**src/sv/scwr_pkg.sv**
```systemverilog
`timescale 1ns / 1ps
`default_nettype none

package scwr_pkg;

  localparam logic [11:0] CORE_STATUS_ADDR = 12'd160;
  localparam logic [11:0] JTAG_ADDR        = 12'd116;
  localparam logic [11:0] SLEEP_CTRL_ADDR  = 12'd260;
  localparam logic [11:0] BOOT_ADDR_ADDR   = 12'd4;
  localparam logic [11:0] BYPASS_ADDR      = 12'd112;
  localparam int unsigned JTAG_EXT_SHIFT   = 8;

  localparam logic [3:0]  WORD_SIZE        = 4'd4;
  localparam logic [31:0] EXIT_CODE_MASK   = 32'h7fff_ffff;
  localparam logic [31:0] CAPTURE_START    = 32'h0BBA_ABBA;
  localparam logic [31:0] CAPTURE_STOP     = 32'h0BBA_DEAD;

  typedef enum logic [2:0] {
    KIND_READ  = 3'd0,
    KIND_WRITE = 3'd1,
    KIND_GPIO  = 3'd2,
    KIND_RTC   = 3'd3,
    KIND_JTAG  = 3'd4
  } kind_e;

  typedef enum logic [1:0] {
    CAP_NONE  = 2'd0,
    CAP_START = 2'd1,
    CAP_STOP  = 2'd2
  } capture_e;

  typedef enum logic [1:0] {
    WAKE_RISE = 2'd0,
    WAKE_FALL = 2'd1,
    WAKE_HIGH = 2'd2,
    WAKE_LOW  = 2'd3
  } wake_type_e;

  typedef enum logic {
    CFG_POWER_EVENT      = 1'b0,
    CFG_CLOCK_GATE_EVENT = 1'b1
  } cfg_idx_e;

  typedef struct packed {
    logic [2:0]  kind;
    logic [11:0] offset;
    logic [3:0]  size_bytes;
    logic [31:0] wdata;
    logic [31:0] gpio_levels;
    logic        rtc_wakeup;
    logic [31:0] ext_value;
  } in_t;

  typedef struct packed {
    logic        status;
    logic [31:0] rdata;
    logic        stop_request;
    logic [1:0]  capture_cmd;
    logic        confreg_valid;
    logic        bootaddr_valid;
    logic [31:0] out_word;
    logic        wakeup_level;
    logic [1:0]  wake_sequence;
    logic        cluster_reset_n;
    logic        cluster_power_on;
    logic [1:0]  event_flags;
  } out_t;

endpackage

`default_nettype wire

```
**src/sv/soc_control_wakeup_registers.sv**
```systemverilog
// Channel   Direction  Handshake                     Payload
// in        input      in_valid_i / in_ready_o       in_word_i  (scwr_pkg::in_t)
// out       output     out_valid_o / out_ready_i     out_word_o (scwr_pkg::out_t)
// cfg       input      cfg_we_i (no wait)            cfg_idx_i, cfg_data_i
//
// Each word is decoded and applied to the register state in the cycle it is
// accepted, and its result is written into a two-entry output buffer.
// One word per cycle is sustained while the buffer is not full; each result is registered into the buffer.
// The buffer keeps the input open while one result waits for out_ready_i.
// Reset clears all state registers and empties the buffer; the block accepts at once.
`timescale 1ns / 1ps
`default_nettype none

module soc_control_wakeup_registers (
  input  wire logic          clk_i,
  input  wire logic          rst_ni,
  input  wire logic          in_valid_i,
  output logic               in_ready_o,
  input  wire scwr_pkg::in_t in_word_i,
  output logic               out_valid_o,
  input  wire logic          out_ready_i,
  output scwr_pkg::out_t     out_word_o,
  input  wire logic          cfg_we_i,
  input  wire logic          cfg_idx_i,
  input  wire logic [7:0]    cfg_data_i
);

  logic [7:0]  power_evt_q, clock_gate_evt_q;
  logic [31:0] stat_word_q, stat_word_d;
  logic [31:0] boot_addr_q, boot_addr_d;
  logic [31:0] bypass_q, bypass_d;
  logic        clu_reset_q, clu_reset_d;
  logic        clu_power_q, clu_power_d;
  logic        clk_gate_q, clk_gate_d;
  logic [4:0]  wake_sel_q, wake_sel_d;
  logic [1:0]  wake_type_q, wake_type_d;
  logic        wake_en_q, wake_en_d;
  logic [1:0]  wake_seq_q, wake_seq_d;
  logic [1:0]  boot_kind_q, boot_kind_d;
  logic        last_gpio_q, last_gpio_d;
  logic [31:0] jtag_q, jtag_d;
  logic        wake_q, wake_d;

  scwr_pkg::out_t res;
  scwr_pkg::out_t buf_q [2];
  logic           wr_ptr_q, rd_ptr_q;
  logic [1:0]     cnt_q;
  logic           in_acc, out_acc;
  logic           is_wr, gpio_cur;
  logic [31:0]    jtag_rd;
  logic [31:0]    sleep_rd;

  assign in_ready_o  = (cnt_q != 2'd2);
  assign out_valid_o = (cnt_q != 2'd0);
  assign out_word_o  = buf_q[rd_ptr_q];
  assign in_acc      = in_valid_i & in_ready_o;
  assign out_acc     = out_valid_o & out_ready_i;

  assign is_wr    = (in_word_i.kind == scwr_pkg::KIND_WRITE);
  assign gpio_cur = in_word_i.gpio_levels[wake_sel_q];
  assign jtag_rd  = (scwr_pkg::JTAG_EXT_SHIFT >= 32) ? 32'd0
                    : (jtag_q << scwr_pkg::JTAG_EXT_SHIFT);
  assign sleep_rd = {12'd0, boot_kind_q, 2'd0, wake_seq_q, wake_en_q, wake_type_q,
                     wake_sel_q, 6'd0};

  always_comb begin
    stat_word_d   = stat_word_q;
    boot_addr_d   = boot_addr_q;
    bypass_d      = bypass_q;
    clu_reset_d   = clu_reset_q;
    clu_power_d   = clu_power_q;
    clk_gate_d    = clk_gate_q;
    wake_sel_d    = wake_sel_q;
    wake_type_d   = wake_type_q;
    wake_en_d     = wake_en_q;
    wake_seq_d    = wake_seq_q;
    boot_kind_d   = boot_kind_q;
    last_gpio_d   = last_gpio_q;
    jtag_d        = jtag_q;
    wake_d        = wake_q;
    res           = '0;

    if (in_word_i.kind == scwr_pkg::KIND_READ || in_word_i.kind == scwr_pkg::KIND_WRITE) begin
      priority if (in_word_i.size_bytes != scwr_pkg::WORD_SIZE) begin
        res.status = 1'b1;
      end else if (in_word_i.offset == scwr_pkg::CORE_STATUS_ADDR) begin
        if (is_wr) begin
          stat_word_d = in_word_i.wdata;
          priority if (in_word_i.wdata[31]) begin
            res.stop_request = 1'b1;
            res.out_word     = in_word_i.wdata & scwr_pkg::EXIT_CODE_MASK;
          end else if (in_word_i.wdata == scwr_pkg::CAPTURE_START) begin
            res.capture_cmd = scwr_pkg::CAP_START;
          end else if (in_word_i.wdata == scwr_pkg::CAPTURE_STOP) begin
            res.capture_cmd = scwr_pkg::CAP_STOP;
          end else begin
            res.capture_cmd = scwr_pkg::CAP_NONE;
          end
        end else begin
          res.rdata = stat_word_q;
        end
      end else if (in_word_i.offset == scwr_pkg::JTAG_ADDR) begin
        if (is_wr) begin
          res.confreg_valid = 1'b1;
          res.out_word      = in_word_i.wdata;
        end else begin
          res.rdata = jtag_rd;
        end
      end else if (in_word_i.offset == scwr_pkg::SLEEP_CTRL_ADDR) begin
        if (is_wr) begin
          wake_sel_d  = in_word_i.wdata[10:6];
          wake_type_d = in_word_i.wdata[12:11];
          wake_en_d   = in_word_i.wdata[13];
          wake_seq_d  = in_word_i.wdata[15:14];
          boot_kind_d = in_word_i.wdata[19:18];
        end else begin
          wake_d    = 1'b0;
          res.rdata = sleep_rd;
        end
      end else if (in_word_i.offset == scwr_pkg::BOOT_ADDR_ADDR) begin
        if (is_wr) begin
          boot_addr_d        = in_word_i.wdata;
          res.bootaddr_valid = 1'b1;
          res.out_word       = in_word_i.wdata;
        end else begin
          res.rdata = boot_addr_q;
        end
      end else if (in_word_i.offset == scwr_pkg::BYPASS_ADDR) begin
        if (is_wr) begin
          bypass_d            = in_word_i.wdata;
          res.event_flags[0]  = in_word_i.wdata[3] ^ clu_power_q;
          res.event_flags[1]  = in_word_i.wdata[10] ^ clk_gate_q;
          clu_reset_d         = in_word_i.wdata[13];
          clu_power_d         = in_word_i.wdata[3];
          clk_gate_d          = in_word_i.wdata[10];
        end else begin
          res.rdata = bypass_q;
        end
      end else begin
        res.rdata = '0;
      end
    end else if (in_word_i.kind == scwr_pkg::KIND_GPIO) begin
      if (wake_en_q) begin
        last_gpio_d = gpio_cur;
        unique case (scwr_pkg::wake_type_e'(wake_type_q))
          scwr_pkg::WAKE_RISE: if (!last_gpio_q && gpio_cur) wake_d = 1'b1;
          scwr_pkg::WAKE_FALL: if (last_gpio_q && !gpio_cur) wake_d = 1'b1;
          scwr_pkg::WAKE_HIGH: if (gpio_cur) wake_d = 1'b1;
          default:             if (!gpio_cur) wake_d = 1'b1;
        endcase
      end
    end else if (in_word_i.kind == scwr_pkg::KIND_RTC) begin
      if (in_word_i.rtc_wakeup) wake_d = 1'b1;
    end else if (in_word_i.kind == scwr_pkg::KIND_JTAG) begin
      jtag_d = in_word_i.ext_value;
    end

    res.wakeup_level     = wake_d;
    res.wake_sequence    = wake_seq_d;
    res.cluster_reset_n  = ~clu_reset_d;
    res.cluster_power_on = clu_power_d;
  end

  always_ff @(posedge clk_i or negedge rst_ni) begin
    if (!rst_ni) begin
      power_evt_q      <= '0;
      clock_gate_evt_q <= '0;
    end else if (cfg_we_i) begin
      unique case (scwr_pkg::cfg_idx_e'(cfg_idx_i))
        scwr_pkg::CFG_POWER_EVENT:      power_evt_q      <= cfg_data_i;
        scwr_pkg::CFG_CLOCK_GATE_EVENT: clock_gate_evt_q <= cfg_data_i;
        default: ;
      endcase
    end
  end

  always_ff @(posedge clk_i or negedge rst_ni) begin
    if (!rst_ni) begin
      stat_word_q   <= '0;
      boot_addr_q   <= '0;
      bypass_q      <= '0;
      clu_reset_q   <= 1'b0;
      clu_power_q   <= 1'b0;
      clk_gate_q    <= 1'b0;
      wake_sel_q    <= '0;
      wake_type_q   <= '0;
      wake_en_q     <= 1'b0;
      wake_seq_q    <= '0;
      boot_kind_q   <= '0;
      last_gpio_q   <= 1'b0;
      jtag_q        <= '0;
      wake_q        <= 1'b0;
    end else if (in_acc) begin
      stat_word_q   <= stat_word_d;
      boot_addr_q   <= boot_addr_d;
      bypass_q      <= bypass_d;
      clu_reset_q   <= clu_reset_d;
      clu_power_q   <= clu_power_d;
      clk_gate_q    <= clk_gate_d;
      wake_sel_q    <= wake_sel_d;
      wake_type_q   <= wake_type_d;
      wake_en_q     <= wake_en_d;
      wake_seq_q    <= wake_seq_d;
      boot_kind_q   <= boot_kind_d;
      last_gpio_q   <= last_gpio_d;
      jtag_q        <= jtag_d;
      wake_q        <= wake_d;
    end
  end

  always_ff @(posedge clk_i) begin
    if (in_acc) begin
      buf_q[wr_ptr_q] <= res;
    end
  end

  always_ff @(posedge clk_i or negedge rst_ni) begin
    if (!rst_ni) begin
      wr_ptr_q <= 1'b0;
      rd_ptr_q <= 1'b0;
      cnt_q    <= 2'd0;
    end else begin
      if (in_acc) begin
        wr_ptr_q <= ~wr_ptr_q;
      end
      if (out_acc) begin
        rd_ptr_q <= ~rd_ptr_q;
      end
      cnt_q <= cnt_q + {1'b0, in_acc} - {1'b0, out_acc};
    end
  end

  a_cnt_range : assert property (@(posedge clk_i) disable iff (!rst_ni)
    cnt_q != 2'd3)
    else $error("output buffer count out of range");

  a_sleep_read_clears : assert property (@(posedge clk_i) disable iff (!rst_ni)
    in_acc && in_word_i.kind == scwr_pkg::KIND_READ
    && in_word_i.size_bytes == scwr_pkg::WORD_SIZE
    && in_word_i.offset == scwr_pkg::SLEEP_CTRL_ADDR
    && in_word_i.offset != scwr_pkg::CORE_STATUS_ADDR
    && in_word_i.offset != scwr_pkg::JTAG_ADDR |=> !wake_q)
    else $error("sleep control read did not clear the wake flag");

  a_jtag_update : assert property (@(posedge clk_i) disable iff (!rst_ni)
    in_acc && in_word_i.kind == scwr_pkg::KIND_JTAG |=> jtag_q == $past(in_word_i.ext_value))
    else $error("external jtag word not taken");

  a_cfg_power : assert property (@(posedge clk_i) disable iff (!rst_ni)
    cfg_we_i && cfg_idx_i == scwr_pkg::CFG_POWER_EVENT |=> power_evt_q == $past(cfg_data_i))
    else $error("power event number not written");

  a_cfg_clock_gate : assert property (@(posedge clk_i) disable iff (!rst_ni)
    cfg_we_i && cfg_idx_i == scwr_pkg::CFG_CLOCK_GATE_EVENT
    |=> clock_gate_evt_q == $past(cfg_data_i))
    else $error("clock gate event number not written");

  a_word_after_accept : assert property (@(posedge clk_i) disable iff (!rst_ni)
    in_acc |=> out_valid_o)
    else $error("accepted word produced no result");

endmodule

`default_nettype wire
```
**config.mk**
```make
export PLATFORM = sky130hd
export DESIGN_NAME = soc_control_wakeup_registers
export DESIGN_NICKNAME = d
export VERILOG_FILES = /design/src/sv/scwr_pkg.sv /design/src/sv/soc_control_wakeup_registers.sv
export SDC_FILE = /design/constraint.sdc
export NUM_CORES = 1
export LEC_CHECK = 0
export BUFFER_PORTS_ARGS = -buffer_cell sky130_fd_sc_hd__buf_2
export CAP_MARGIN = 20
export CORE_AREA = 2 2 161 163
export CTS_CLUSTER_DIAMETER = 200
export DETAILED_ROUTE_END_ITERATION = 8
export DIE_AREA = 0 0 163 165
export PLACE_DENSITY = 0.83
export SKIP_LAST_GASP = 1
export SYNTH_ARGS = -nofsm -noshare
export SYNTH_HDL_FRONTEND = slang
export SYNTH_SLANG_ARGS = --single-unit
```
**constraint.sdc**
```tcl
create_clock -name clk_i -period 4.7 [get_ports clk_i]
set_input_delay 0.235 -clock clk_i [delete_from_list [all_inputs] [get_ports clk_i]]
set_output_delay 0.235 -clock clk_i [all_outputs]
set_load 0.005 [all_outputs]
```
== Word level (Yosys, flattened, before mapping) ==
Memory sizes are Yosys's and may differ from the RTL's.
Cells that the tools add are included.
Operators by class
  $add $sub $neg: 2
  order comparisons: 1
  eq/ne operators: 15
  mux-type cells: 80
  bitwise gates (word level): 15
  reduce and logical (&&, ||, !) cells: 14
Operator list (number)
  32-bit 2-to-1 mux: 12
  33-bit 2-to-1 mux: 3
  70-bit 2-to-1 mux: 1
  69-bit 2-to-1 mux: 1
  32-bit by 28-bit equality test with 1-bit output, second input constant: 2
  31-bit 2-to-1 mux: 2
  1-bit 2-to-1 mux: 38
  2-bit 2-to-1 mux: 18
  12-bit by 7-bit equality test with 1-bit output, second input constant: 2
  20-bit 2-to-1 mux: 1
  12-bit by 3-bit equality test with 1-bit output, second input constant: 1
  12-bit by 8-bit equality test with 1-bit output, second input constant: 1
  12-bit by 9-bit equality test with 1-bit output, second input constant: 1
  1-bit inverter: 11
  5-bit AND reduction: 2
  9-bit AND reduction: 1
  8-bit AND reduction: 1
  7-bit AND reduction: 1
  3-bit by 2-bit equality test with 1-bit output, second input constant: 2
  5-bit by 6-bit less-than comparator with 1-bit output, second input constant: 1
  3-bit 2-to-1 mux: 2
  1-bit binary-select mux with 5-bit select: 1
  4-bit by 3-bit != test with 1-bit output, second input constant: 1
  4-bit AND reduction: 1
  16 further kinds: 20
Storage, ports and cells
  bits in registers: 141
  memory bits (writable): 154
  input bits: 130
  output and inout bits: 79
  word-level logic and storage cells: 145
  memories: 1
Memories
  buf_q: depth 2, bits a word 77, read ports 1, clocked after memory_dff 0, write ports 1, RTL line soc_control_wakeup_registers.sv:45  | scwr_pkg::out_t buf_q [2];

== Logic depth before layout (Yosys ltp) ==
  depth after elaboration: 10
  gate-level depth with buffers: 9
  gate-level depth less buffers: 8

== Worst setup path before layout ==
No wires, ideal clock.
  kind: flip-flop to flip-flop
  start point: register cnt_q[1]
  end point: memory buf_q[0][0] in the netlist's numbering (enable)
  setup time: 0.513 ns
  arrival: 3.989 ns
  data required time: 4.187 ns
  path slack: 0.199 ns
  stages on the path, launching flop included: 5
  path buffers: 0
  period minus slack after synthesis: 4.501 ns
  path through: dfrtp_1 nand2b_1 and2_1 inv_2 nor2_1
On the way
  longest elaborated chain between the ends: 4
Ends and longest elaborated chain
  start, declared: RTL line soc_control_wakeup_registers.sv:47  | logic [1:0] cnt_q;
  start signal, assigned: RTL line soc_control_wakeup_registers.sv:229  | cnt_q <= cnt_q + {1'b0, in_acc} - {1'b0, out_acc};
  2-bit != test: RTL line soc_control_wakeup_registers.sv:53  | assign in_ready_o = (cnt_q != 2'd2);
  named net in_ready_o: RTL line soc_control_wakeup_registers.sv:18  | output logic in_ready_o,
  1-bit AND: RTL line soc_control_wakeup_registers.sv:56  | assign in_acc = in_valid_i & in_ready_o;
  1-bit 2-to-1 mux: RTL line soc_control_wakeup_registers.sv:212  | if (in_acc) begin
  1-bit 2-to-1 mux (implied by the code): RTL line soc_control_wakeup_registers.sv:213  | buf_q[wr_ptr_q] <= res;
  end, declared: RTL line soc_control_wakeup_registers.sv:45
The timed path passes the listed nets, and every way through them passes these cells.

==> results_dict.tcl <==
set metrics [dict create \
    hold_viol 0 \
    pwr-share-seq_pct 47.8 \
    crit_path_start_kind "flop" \
    initial_core_util_pct 50.8 \
    overflow 0 \
    p_per_area_mw_per_mm2 459 \
    drive_above_1_share_pct 37.5 \
    leakage_nw 6.61 \
    die_h_um 165 \
    maxSlewHeadroom_pct 38.1 \
    grt_pass1_vias 8707 \
    io_pins 209 \
    setup_ws_ns 1.95 \
    synthCells 903 \
    finalCritPeriodShare_pct 58.5 \
    clock-sinks 294 \
    fin_tns_setup_ns 0 \
    worstSetupPathType "flop to primary output" \
    skew_ns 0.0187 \
    drt-total-wl_um 30700 \
    nets 1275 \
    gp_congestion 0.817 \
    path_max_fanout 46 \
    syn_avg_cell_area_um2 14.1 \
    ys_ff_latch 294 \
    yosysTopAreaCell "edfxtp_1" \
    drc_errors 0 \
    design.core.area_mm2 0.0250 \
    first_pass_iters 8 \
    tightest_slew_ns 0.929 \
    clock_latency_ns 0.55 \
    synth.distinct_cells 47 \
    worstSetupEndpointType "primary output" \
    p_sw_mw 1.87 \
    cts_inserted_buffers 29 \
    setup-violations-final 0 \
    cts-root-buf "clkbuf_16" \
    antenna_found_initial 5 \
    areaGrowthSynthToFinish_pct 21.8 \
    pre_cts_slack_ns 1.60 \
    die_w_um 163 \
    internal_power_mw 5.24 \
    min_period_ns 2.75 \
    synthTopCellsByArea "edfxtp_1 36%, dfrtp_1 28%, mux2_2 14%, nand2_1 3.6%, mux2_1 2.8%" \
    synth.most_common_cell "mux2_2" \
    fillers 1875 \
    synthesis.nets 1038 \
    ys_async_sr_fraction_pct 47.6 \
    routed_via_density 5.70 \
    grt_usage_pct 22.6 \
    clockBufferDepth 3 \
    cts_tree "yes" \
    ys_seq_area_share_pct 63.9 \
    switching_share_pct 26.3 \
    drv_slew 0 \
    yosysWarnings 0 \
    ys_top_cells_by_count "163 x mux2_2, 154 x edfxtp_1, 140 x dfrtp_1" \
    clk_pin_slew_worst_paths_ns 0.06 \
    num_vias 8534 \
    pwr-share-clk_pct 32.3 \
    syn-cell-area_mm2 0.0127 \
    ys.flop_type "edfxtp_1" \
    fmax_ghz 0.364 \
    drtIter0Drc 957 \
    combPwrFrac_pct 19.9 \
    rows 58 \
    dieArea_mm2 0.0269 \
    ant_nets 0 \
    htree_levels 1 \
    hold_path_class "input port to flop" \
    required_ns 4.47 \
    grt_pass1_wl_um 46700 \
    io_buffer_count 190 \
    max_cap_viol_count 0 \
    post_cts_buffers 0 \
    rsz0062_at_grt "false" \
    place_hpwl_um 19600 \
    run_status "completed" \
    critical_path_arrival_ns 2.51 \
    synth_edf_count 154 \
    grt_start_max_net_pins 101 \
    vdd_drop_max_mv 0.283 \
    wl_per_cell_um 20.5 \
    post_cts_resized 0 \
    synth.top_cell.area_share_pct 36.4 \
]
-- what timing repair did --
item                       in CTS  in global routing
setup endpoints to repair       0                  0
hold endpoints to repair      155                  0
hold buffers                   50                  0
-- per-stage QoR --
step	power [mW]	instances	hold WS, ns	cell area (um^2)	util [%]
floorplan	4.20	903	-0.0606	12700	-
global placement	4.78	1388	0.398	14000	55.9
detailed placement	4.83	1388	0.415	14000	55.9
CTS	7.15	1492	0.000482	15400	61.7
global route	7.42	1497	0.0249	15500	61.9
finish	7.11	1498	0.0179	15500	61.9
-- worst max-delay path, cell delays in order, from the launching register on --
cell	delay, ns
dfrtp_4	0.85
buf_4	0.51
mux2_2	0.41
buf_2	0.14
-- power by group through the flow --
| stage | Clock, mW | Combinational (mW) | Sequential, mW |
|---|---|---|---|
| after floorplan | 0 | 0.855 | 3.34 |
| after global placement | 0 | 1.36 | 3.43 |
| after detailed placement | 0 | 1.38 | 3.45 |
| after CTS | 2.33 | 1.42 | 3.40 |
| after global routing | 2.43 | 1.54 | 3.45 |
| final | 2.30 | 1.41 | 3.39 |
-- final cells by class --
type	count	area [um^2]	area share, %
Antenna cell	5	12.5	0.0808
Clock buffer	40	848	5.48
Clock inverter	14	110	0.711
Inverter	7	26.3	0.170
Multi-Input combinational cell	553	4340	28.0
Sequential cell	294	8130	52.5
Tap cell	330	413	2.67
Timing Repair Buffer	255	1600	10.3
-- state kept, by name (all words and copies together) (netlist names), 2 cells and up --
| register | count |
|---|---|
| cnt_q | 2 |
| boot_kind_q | 2 |
| boot_addr_q | 32 |
| stat_word_q | 32 |
| wake_type_q | 2 |
| bypass_q | 32 |
| jtag_q | 24 |
| wake_sel_q | 5 |
| wake_seq_q | 2 |
| buf_q | 154 |
-- layout by cell type, fill, tap and decap left out, types with 30 or more instances in the layout --
master,instances
buf_2,189
mux2_2,163
edfxtp_1,154
dfrtp_1,139
nand2_1,122
dlygate4sd3_1,50
and2_1,34
a22oi_1,32
a21oi_1,32
mux2_1,32
clkbuf_16,30
-- metal layers --
| metal | vias to the layer above | share of wire (%) | global-route usage (%) |
|---|---|---|---|
| li1 | 3814 | - | - |
| met1 | 4278 | 40 | 29.4 |
| met2 | 365 | 49 | 38.0 |
| met3 | 75 | 7.6 | 4.27 |
| met4 | 2 | 3.3 | 8.89 |
| met5 | - | 0.039 | 0 |
-- kinds of logic after synthesis --
family                     after synthesis  share of synthesized area (%)
adders and majority gates                5                          0.492
muxes                                  212                           18.6
DFF                                    294                           63.9
and+or+nand+nor                        240                           9.39
AOI/OAI and AO/OA                       90                           5.01
xor gates and xnor gates                 6                          0.413
buffers and inverters                   56                           2.17
-- worst paths after layout --
| kind | startpoint | slack (ns) | cells past startpoint | to |
|---|---|---|---|---|
| worst min-delay path | in_word_i[80] | 0.02 | 3 | bypass_q[15]$_DFFE_PN0P_ |
| worst max register to register | cnt_q[1]$_DFF_PN0_ | 2.21 | 6 | stat_word_q[1]$_DFFE_PN0P_ |
| worst min register to register | bypass_q[2]$_DFFE_PN0P_ | 0.48 | 2 | bypass_q[2]$_DFFE_PN0P_ |
| max in group asynchronous | rst_ni | 3.20 | 3 | boot_addr_q[2]$_DFFE_PN0P_ |
| worst max-delay path | rd_ptr_q$_DFFE_PN0P_ | 1.95 | 3 | out_word_o[49] |
| min in group asynchronous | rst_ni | 0.35 | 2 | jtag_q[16]$_DFFE_PN0P_ |
Power figures use the tool's default switching activity.
